$ cat config.mk
export PLATFORM = sky130hd
export DESIGN_NAME = frame_mse_psnr_meter_top
export DESIGN_NICKNAME = d
export VERILOG_FILES = /design/src/rtl/fmpm_pkg.sv /design/src/rtl/fmpm_front.sv /design/src/rtl/fmpm_jobq.sv /design/src/rtl/fmpm_back.sv /design/src/rtl/frame_mse_psnr_meter_top.sv
export SDC_FILE = /design/constraint.sdc
export NUM_CORES = 2
export LEC_CHECK = 0
export BUFFER_PORTS_ARGS = -buffer_cell sky130_fd_sc_hd__buf_2
export CORE_MARGIN = 2
export CORE_UTILIZATION = 45
export DETAILED_ROUTE_END_ITERATION = 16
export GPL_ROUTABILITY_DRIVEN = 0
export PLACE_DENSITY = 0.65
export RECOVER_POWER = 25
export SYNTH_ARGS = -nofsm -noshare
export SYNTH_HDL_FRONTEND = slang
export SYNTH_SLANG_ARGS = --single-unit
$ cat constraint.sdc
create_clock -name clk -period 9.88 [get_ports clk]
set_input_delay 0.988 -clock clk [delete_from_list [all_inputs] [get_ports clk]]
set_output_delay 0.988 -clock clk [all_outputs]
set_load 0.03 [all_outputs]
$ cat src/rtl/fmpm_pkg.sv
// Shared types and constants for the frame MSE and PSNR meter.
package fmpm_pkg;

    localparam int MAX_PIXELS = 1048576;
    localparam int CNT_W      = 21;
    localparam int SUM_W      = 37;
    localparam int DIVD_W     = SUM_W + 8;
    localparam int MSE_W      = 24;
    localparam int PSNR_W     = 15;
    localparam int FRAC_W     = 24;
    localparam int LOG_W      = 29;
    localparam int KPART_W    = 17;

    localparam logic [MSE_W-1:0]   PEAK_Q8  = 24'd16646400;
    localparam logic [PSNR_W-1:0]  PSNR_MAX = 15'd32767;
    // 10*log10(2) in Q.32 split into high and low 17-bit halves
    localparam logic [KPART_W-1:0] K_HI     = 17'd98641;
    localparam logic [KPART_W-1:0] K_LO     = 17'd66713;

    typedef struct packed {
        logic [SUM_W-1:0] sum;
        logic [CNT_W-1:0] count;
        logic             ovf;
    } fmpm_job_t;

    typedef struct packed {
        logic [MSE_W-1:0]  mse;
        logic [PSNR_W-1:0] psnr;
        logic              zero;
        logic              ovf;
    } fmpm_res_t;

    typedef enum logic [3:0] {
        S_IDLE,
        S_DIV,
        S_CLAMP,
        S_NORM,
        S_SQ,
        S_MUL_LO,
        S_MUL_HI,
        S_SUM,
        S_DONE
    } fmpm_state_t;

endpackage

$ cat src/rtl/fmpm_front.sv
// Front end: accumulates squared differences and pair count per frame.
module fmpm_front
    import fmpm_pkg::*;
(
    input  logic      clk,
    input  logic      rst_n,
    input  logic      push,
    input  logic [7:0] pixel_a,
    input  logic [7:0] pixel_b,
    input  logic      frame_end,
    input  logic      q_full,
    output logic      full,
    output logic      job_push,
    output fmpm_job_t job
);

    logic [SUM_W-1:0] sum_reg, sum_next, sum_upd;
    logic [CNT_W-1:0] cnt_reg, cnt_next, cnt_upd;
    logic             ovf_reg, ovf_next, ovf_upd;
    logic             accept;
    logic             sat;
    logic [7:0]       diff;

    assign full   = q_full;
    assign accept = push && !q_full;
    assign diff   = (pixel_a >= pixel_b) ? (pixel_a - pixel_b) : (pixel_b - pixel_a);
    assign sat    = (cnt_reg >= CNT_W'(MAX_PIXELS));

    // update accumulators, drop pairs past the bound
    always_comb
    begin
        sum_upd = sum_reg;
        cnt_upd = cnt_reg;
        ovf_upd = ovf_reg | sat;
        if (!sat)
        begin
            sum_upd = sum_reg + SUM_W'({8'd0, diff} * {8'd0, diff});
            cnt_upd = cnt_reg + CNT_W'(1);
        end
    end

    // hand the frame totals to the queue on the last beat
    always_comb
    begin
        sum_next  = sum_reg;
        cnt_next  = cnt_reg;
        ovf_next  = ovf_reg;
        job_push  = 1'b0;
        job.sum   = sum_upd;
        job.count = cnt_upd;
        job.ovf   = ovf_upd;
        if (accept)
        begin
            if (frame_end)
            begin
                job_push = 1'b1;
                sum_next = '0;
                cnt_next = '0;
                ovf_next = 1'b0;
            end
            else
            begin
                sum_next = sum_upd;
                cnt_next = cnt_upd;
                ovf_next = ovf_upd;
            end
        end
    end

    always_ff @(posedge clk or negedge rst_n)
    begin
        if (!rst_n)
        begin
            sum_reg <= '0;
            cnt_reg <= '0;
            ovf_reg <= 1'b0;
        end
        else
        begin
            sum_reg <= sum_next;
            cnt_reg <= cnt_next;
            ovf_reg <= ovf_next;
        end
    end

endmodule

$ cat src/rtl/fmpm_jobq.sv
// Two-entry queue of frame totals between front and back end.
module fmpm_jobq
    import fmpm_pkg::*;
(
    input  logic      clk,
    input  logic      rst_n,
    input  logic      wr,
    input  fmpm_job_t wr_job,
    output logic      q_full,
    input  logic      rd,
    output logic      q_empty,
    output fmpm_job_t rd_job
);

    fmpm_job_t  mem [2];
    logic       wp_reg, wp_next;
    logic       rp_reg, rp_next;
    logic [1:0] cnt_reg, cnt_next;
    logic       do_wr, do_rd;

    assign q_full  = (cnt_reg == 2'd2);
    assign q_empty = (cnt_reg == 2'd0);
    assign do_wr   = wr && !q_full;
    assign do_rd   = rd && !q_empty;
    assign rd_job  = mem[rp_reg];

    // advance pointers and fill count
    always_comb
    begin
        wp_next  = do_wr ? ~wp_reg : wp_reg;
        rp_next  = do_rd ? ~rp_reg : rp_reg;
        cnt_next = cnt_reg + 2'(do_wr) - 2'(do_rd);
    end

    always_ff @(posedge clk)
    begin
        if (do_wr)
            mem[wp_reg] <= wr_job;
    end

    always_ff @(posedge clk or negedge rst_n)
    begin
        if (!rst_n)
        begin
            wp_reg  <= 1'b0;
            rp_reg  <= 1'b0;
            cnt_reg <= 2'd0;
        end
        else
        begin
            wp_reg  <= wp_next;
            rp_reg  <= rp_next;
            cnt_reg <= cnt_next;
        end
    end

endmodule

$ cat src/rtl/fmpm_back.sv
// Back end: per-frame division, log2 by repeated squaring, PSNR scaling.
module fmpm_back
    import fmpm_pkg::*;
(
    input  logic      clk,
    input  logic      rst_n,
    input  logic      q_empty,
    input  fmpm_job_t job,
    output logic      job_pop,
    input  logic      res_pop,
    output logic      res_valid,
    output fmpm_res_t res
);

    fmpm_state_t state_reg, state_next;

    logic [DIVD_W-1:0] dq_reg, dq_next;
    logic [CNT_W-1:0]  div_reg, div_next;
    logic [CNT_W-1:0]  rem_reg, rem_next;
    logic [5:0]        cnt_reg, cnt_next;
    logic              ovf_reg, ovf_next;
    logic [MSE_W-1:0]  mse_reg, mse_next;
    logic [MSE_W-1:0]  v_reg, v_next;
    logic [4:0]        e_reg, e_next;
    logic [31:0]       y_reg, y_next;
    logic [FRAC_W-1:0] frac_reg, frac_next;
    logic              peak_reg, peak_next;
    logic [LOG_W-1:0]  lp_reg, lp_next;
    logic [LOG_W-1:0]  d_reg, d_next;
    logic [45:0]       plo_reg, plo_next;
    logic [45:0]       phi_reg, phi_next;
    logic [PSNR_W-1:0] psnr_reg, psnr_next;
    logic              zero_reg, zero_next;
    logic              rv_reg, rv_next;
    fmpm_res_t         res_reg, res_next;

    logic [CNT_W:0]    trial;
    logic              qbit;
    logic [63:0]       sq;
    logic [32:0]       t;
    logic [FRAC_W-1:0] frac_step;
    logic [LOG_W-1:0]  lval;
    logic [63:0]       total;
    logic              res_load;
    logic              is_zero;

    assign trial     = {rem_reg, dq_reg[DIVD_W-1]};
    assign qbit      = (trial >= {1'b0, div_reg});
    assign sq        = y_reg * y_reg;
    assign t         = sq[63:31];
    assign frac_step = {frac_reg[FRAC_W-2:0], t[32]};
    assign lval      = {e_reg, frac_step};
    assign total     = {1'b0, phi_reg, 17'd0} + {18'd0, plo_reg};
    assign is_zero   = (dq_reg == '0);
    assign res_load  = (state_reg == S_DONE) && (!rv_reg || res_pop);
    assign job_pop   = (state_reg == S_IDLE) && !q_empty;
    assign res_valid = rv_reg;
    assign res       = res_reg;

    // next state
    always_comb
    begin
        state_next = state_reg;
        case (state_reg)
            S_IDLE:   if (!q_empty) state_next = S_DIV;
            S_DIV:    if (cnt_reg == 6'(DIVD_W - 1)) state_next = S_CLAMP;
            S_CLAMP:  state_next = is_zero ? S_DONE : S_NORM;
            S_NORM:   if (v_reg[MSE_W-1]) state_next = S_SQ;
            S_SQ:     if (cnt_reg == 6'(FRAC_W - 1)) state_next = peak_reg ? S_NORM : S_MUL_LO;
            S_MUL_LO: state_next = S_MUL_HI;
            S_MUL_HI: state_next = S_SUM;
            S_SUM:    state_next = S_DONE;
            S_DONE:   if (res_load) state_next = S_IDLE;
            default:  state_next = S_IDLE;
        endcase
    end

    // datapath and result register
    always_comb
    begin
        dq_next   = dq_reg;
        div_next  = div_reg;
        rem_next  = rem_reg;
        cnt_next  = cnt_reg;
        ovf_next  = ovf_reg;
        mse_next  = mse_reg;
        v_next    = v_reg;
        e_next    = e_reg;
        y_next    = y_reg;
        frac_next = frac_reg;
        peak_next = peak_reg;
        lp_next   = lp_reg;
        d_next    = d_reg;
        plo_next  = plo_reg;
        phi_next  = phi_reg;
        psnr_next = psnr_reg;
        zero_next = zero_reg;
        rv_next   = rv_reg && !res_pop;
        res_next  = res_reg;
        case (state_reg)
            S_IDLE:
            begin
                dq_next  = {job.sum, 8'd0};
                div_next = job.count;
                ovf_next = job.ovf;
                rem_next = '0;
                cnt_next = '0;
            end
            S_DIV:
            begin
                // one restoring step per cycle
                rem_next = qbit ? CNT_W'(trial - {1'b0, div_reg}) : trial[CNT_W-1:0];
                dq_next  = {dq_reg[DIVD_W-2:0], qbit};
                cnt_next = cnt_reg + 6'd1;
            end
            S_CLAMP:
            begin
                mse_next  = (dq_reg > DIVD_W'(PEAK_Q8)) ? PEAK_Q8 : dq_reg[MSE_W-1:0];
                zero_next = is_zero;
                psnr_next = PSNR_MAX;
                v_next    = PEAK_Q8;
                e_next    = 5'(MSE_W - 1);
                peak_next = 1'b1;
            end
            S_NORM:
            begin
                // shift the leading one up to the top bit
                if (v_reg[MSE_W-1])
                begin
                    y_next    = {v_reg, 8'd0};
                    frac_next = '0;
                    cnt_next  = '0;
                end
                else
                begin
                    v_next = {v_reg[MSE_W-2:0], 1'b0};
                    e_next = e_reg - 5'd1;
                end
            end
            S_SQ:
            begin
                // square, take one fraction bit, renormalize
                frac_next = frac_step;
                y_next    = t[32] ? t[32:1] : t[31:0];
                cnt_next  = cnt_reg + 6'd1;
                if (cnt_reg == 6'(FRAC_W - 1))
                begin
                    if (peak_reg)
                    begin
                        lp_next   = lval;
                        v_next    = mse_reg;
                        e_next    = 5'(MSE_W - 1);
                        peak_next = 1'b0;
                    end
                    else
                    begin
                        d_next = (lp_reg > lval) ? (lp_reg - lval) : '0;
                    end
                end
            end
            S_MUL_LO: plo_next = 46'(d_reg * K_LO);
            S_MUL_HI: phi_next = 46'(d_reg * K_HI);
            S_SUM:    psnr_next = total[62:48];
            S_DONE:
            begin
                if (res_load)
                begin
                    rv_next       = 1'b1;
                    res_next.mse  = mse_reg;
                    res_next.psnr = psnr_reg;
                    res_next.zero = zero_reg;
                    res_next.ovf  = ovf_reg;
                end
            end
            default: ;
        endcase
    end

    always_ff @(posedge clk or negedge rst_n)
    begin
        if (!rst_n)
        begin
            state_reg <= S_IDLE;
            rv_reg    <= 1'b0;
        end
        else
        begin
            state_reg <= state_next;
            rv_reg    <= rv_next;
        end
    end

    always_ff @(posedge clk)
    begin
        dq_reg   <= dq_next;
        div_reg  <= div_next;
        rem_reg  <= rem_next;
        cnt_reg  <= cnt_next;
        ovf_reg  <= ovf_next;
        mse_reg  <= mse_next;
        v_reg    <= v_next;
        e_reg    <= e_next;
        y_reg    <= y_next;
        frac_reg <= frac_next;
        peak_reg <= peak_next;
        lp_reg   <= lp_next;
        d_reg    <= d_next;
        plo_reg  <= plo_next;
        phi_reg  <= phi_next;
        psnr_reg <= psnr_next;
        zero_reg <= zero_next;
        res_reg  <= res_next;
    end

`ifndef SYNTHESIS
    a_done_loads: assert property (@(posedge clk) disable iff (!rst_n)
        (state_reg == S_DONE && !rv_reg) |=> rv_reg)
        else $error("finished frame not loaded into result register");
    a_res_holds: assert property (@(posedge clk) disable iff (!rst_n)
        (rv_reg && !res_pop) |=> (rv_reg && $stable(res_reg)))
        else $error("waiting result changed");
    a_zero_sat: assert property (@(posedge clk) disable iff (!rst_n)
        (rv_reg && res_reg.zero) |-> (res_reg.psnr == PSNR_MAX && res_reg.mse == '0))
        else $error("zero error without saturated psnr");
    a_nonzero_mse: assert property (@(posedge clk) disable iff (!rst_n)
        (rv_reg && !res_reg.zero) |-> (res_reg.mse != '0))
        else $error("zero mse not flagged");
    a_pop_idle: assert property (@(posedge clk) disable iff (!rst_n)
        job_pop |=> (state_reg == S_DIV))
        else $error("job taken without starting division");
`endif

endmodule

$ cat src/rtl/frame_mse_psnr_meter_top.sv
// Top level of the frame MSE and PSNR meter.
//
// channel  | handshake        | beat
// ---------+------------------+------------------------------------------
// input    | push / full      | pixel_a, pixel_b, frame_end
// result   | pop / empty      | mse_q16_8, psnr_q8_8, zero_error, count_overflow
//
// Pixel pairs go in one per cycle while full is low; full rises only while two
// finished frames wait. Per frame: job take, divide, clamp, peak log2, MSE log2,
// multiply and load; a zero MSE goes from clamp straight to load.
// rst_n clears accumulators, queue and result valid asynchronously.
// A result waits in the output register while the back end starts the next frame.
module frame_mse_psnr_meter_top
    import fmpm_pkg::*;
(
    input  logic              clk,
    input  logic              rst_n,
    input  logic              push,
    output logic              full,
    input  logic [7:0]        pixel_a,
    input  logic [7:0]        pixel_b,
    input  logic              frame_end,
    output logic              empty,
    input  logic              pop,
    output logic [MSE_W-1:0]  mse_q16_8,
    output logic [PSNR_W-1:0] psnr_q8_8,
    output logic              zero_error,
    output logic              count_overflow
);

    fmpm_job_t job_in, job_out;
    fmpm_res_t res;
    logic      job_push, job_pop, q_full, q_empty, res_valid;

    fmpm_front u_front (
        .clk       (clk),
        .rst_n     (rst_n),
        .push      (push),
        .pixel_a   (pixel_a),
        .pixel_b   (pixel_b),
        .frame_end (frame_end),
        .q_full    (q_full),
        .full      (full),
        .job_push  (job_push),
        .job       (job_in)
    );

    fmpm_jobq u_jobq (
        .clk     (clk),
        .rst_n   (rst_n),
        .wr      (job_push),
        .wr_job  (job_in),
        .q_full  (q_full),
        .rd      (job_pop),
        .q_empty (q_empty),
        .rd_job  (job_out)
    );

    fmpm_back u_back (
        .clk       (clk),
        .rst_n     (rst_n),
        .q_empty   (q_empty),
        .job       (job_out),
        .job_pop   (job_pop),
        .res_pop   (pop),
        .res_valid (res_valid),
        .res       (res)
    );

    assign empty          = !res_valid;
    assign mse_q16_8      = res.mse;
    assign psnr_q8_8      = res.psnr;
    assign zero_error     = res.zero;
    assign count_overflow = res.ovf;

endmodule
==> out/metrics.yaml <==
run_status:
  status: "complete, but fails checks"
  violations: "capacitance limit, slew limit"
final_layout:
  area.sequential_um2: 17000
  stdcell_count: 8987
  largest_register_ffs: 118
  drive_gt1_share_pct: 7.42
  nets: 8763
  multi_input_area_um2: 46800
  layout_commonest_cell: "inv_1"
  syn_to_final_growth_pct: 9.26
  fill_cells: 14111
  mostFrequentLayoutCells: "inv_1, fa_1, ha_1"
route:
  vias_per_cell: 5.25
  drt-total-wl_mm: 167
  drtAntennaViolNets: 0
  drt_iter0_drc: 3144
  drc: 0
  wl_per_cell_um: 18.6
  vias: 47143
  first_pass_iters: 5
global_routing:
  grt_util_met2_pct: 36.1
  grt_pass1_vias: 50096
  overflow: 0
  met3_usage_pct: 3.29
  grt-busiest-layer: "met2"
  grt_use_met1_pct: 29.6
  grt_max_degree: 94
  grt_pass1_wl_mm: 272
  grt_antenna_before_repair: 4
  grtUsageTotal_pct: 21.7
sta:
  relSlewSlack_pct: -181
  tightest_slew_ns: 4.21
  fin_crit_sh_pct: 97.5
  max_freq_ghz: 0.104
  fin_ws_ns: 0.249
  hold_viol_final: 0
  setup_viol: 0
  post-route-min-period_ns: 9.63
  drv_slew: 355
  skew_ns: 0.0780
clock_tree:
  clock_latency_ns: 0.71
  clk_pin_slew_ns: 0.07
  cts_buffer_depth: 3
  cts_tree: "done"
  cts_max_level: 2
  ctsHoldBuffers: 0
  cts_buffers: 60
  cts_sinks: 579
  cts-root-buf: "clkbuf_16"
critical_path:
  worstPathArrival_ns: 10.03
  cp_slowest_cell: "fa_2"
  crit_path_start_kind: "flop"
  endpoint_kind: "flop"
  crit_path_max_incr_delay_ns: 0.63
  required_ns: 10.28
  crit_fanout: 15
  critical_path_class: "reg -> reg"
  cpMostUsedCell: "fa_1"
logic_synthesis:
  async_flop_share_pct: 11.7
  ys_types: 93
  synth_flop_cell: "edfxtp_1"
  yosys_register_bits: 579
  synth_edf_count: 511
  syn-num-nets: 8631
  netlist_area_um2: 69900
  seq_area_frac_synth_pct: 24.4
  avgSynthCellArea_um2: 10.3
  ys_warn_count: 0
  synthCells: 6759
floorplan:
  core-area_um2: 154000
  die_h_um: 398
  pin_count: 64
  die_area_um2: 158000
  rows: 144
  die_w_um: 398
  initial_utilization_pct: 45.3
worst_hold_path:
  hp-class: "reg -> reg"
placed_design:
  dp_hpwl_mm: 134
  place_inst: 8859
  port_buffers: 63
  dp_worst_setup_slack_ns: -0.557
flow_run:
  max_cap_viol_count: 8
-- routing by layer --
metal	up-vias	share of wire, %
met5	-	0
met4	0	2.8
met3	246	6.2
met2	1218	48
met1	23651	43
li1	22028	-
-- worst max-delay path, delay by kind of cell, from the launching register on --
family / cells / cell delay, ns
compound gates: 11 / 2.03
fa+ha+maj: 11 / 4.87
buf+inv: 9 / 1.22
flops: 1 / 0.40
simple gates: 5 / 0.47
xor+xnor: 2 / 0.37
-- area by class of cell --
type                            instances  area share (%)
Multi-Input combinational cell       4461            61.2
Sequential cell                       579            22.3
Inverter                             1526            7.52
Tap cell                             2044            3.35
Timing Repair Buffer                  263            2.92
Clock buffer                           65            1.99
Clock inverter                         48           0.655
Antenna cell                            1         0.00328
-- worst paths after layout --
check | from | to | slack, ns | cells past startpoint
worst max-delay path | u_back.y_reg[16]$_DFFE_PP_ | u_back.d_reg[28]$_SDFFCE_PP0P_ | 0.25 | 38
worst min-delay path | u_back.frac_reg[3]$_SDFFCE_PN0P_ | u_back.lp_reg[4]$_DFFE_PP_ | 0.39 | 0
worst max register to register | u_back.y_reg[16]$_DFFE_PP_ | u_back.d_reg[28]$_SDFFCE_PP0P_ | 0.25 | 38
worst min register to register | u_back.frac_reg[3]$_SDFFCE_PN0P_ | u_back.lp_reg[4]$_DFFE_PP_ | 0.39 | 0
max in group asynchronous | rst_n | u_back.state_reg[1]$_DFFE_PN0P_ | 6.15 | 2
min in group asynchronous | rst_n | u_front.sum_reg[26]$_DFFE_PN0P_ | 0.82 | 1
-- cell usage after synthesis (46+ instances only) --
master    instances  share of area, %
inv_1          1524               8.2
fa_1           1019                29
ha_1            832                15
edfxtp_1        511                22
nand2_1         495               2.7
nor2_1          338               1.8
a21oi_1         241               1.7
and2_1          218               2.0
o21ai_0         177               1.3
clkbuf_1        174              0.93
xnor2_1         145               1.8
a21o_1          101               1.1
mux2i_1          93               1.3
xor2_1           93               1.2
dfrtp_1          68               2.4
nand3_1          67              0.48
nor3_1           57              0.41
and3_1           46              0.41
-- kinds of logic (layout without fill, tap and decap cells) --
| logic type | Yosys count | after routing | synth area share, % |
|---|---|---|---|
| multiplexers | 126 | 126 | 1.88 |
| other | 0 | 1 | 0 |
| buffers and inverters | 1719 | 1902 | 9.28 |
| AO/OA/AOI/OAI | 814 | 814 | 7.61 |
| adder cells (fa/ha/maj) | 1851 | 1851 | 44.1 |
| flip-flops | 579 | 579 | 24.4 |
| XOR/XNOR | 239 | 239 | 3.01 |
| AND/OR/NAND/NOR | 1431 | 1431 | 9.75 |
-- metrics by stage --
| stage | hold slack (ns) | utilization, % | TNS (ns) | cell area [um^2] |
|---|---|---|---|---|
| after floorplan | 0.400 | - | 0 | 69900 |
| after global placement | 0.401 | 47.9 | -8.24 | 73900 |
| after detailed placement | 0.412 | 47.9 | -9.42 | 73900 |
| after CTS | 0.197 | 49.2 | 0 | 76000 |
| after global routing | 0.408 | 49.5 | -0.134 | 76400 |
| final | 0.390 | 49.5 | 0 | 76400 |
-- repair_timing --
action / in CTS / in global routing
setup endpoints to repair: 29 / 29
resized for setup: 10 / 83
pin swaps: 1 / 39
setup buffers: 0 / 15
Power is not shown: default switching activity piles up to over one toggle a cycle in this logic, so the estimate is an artifact.
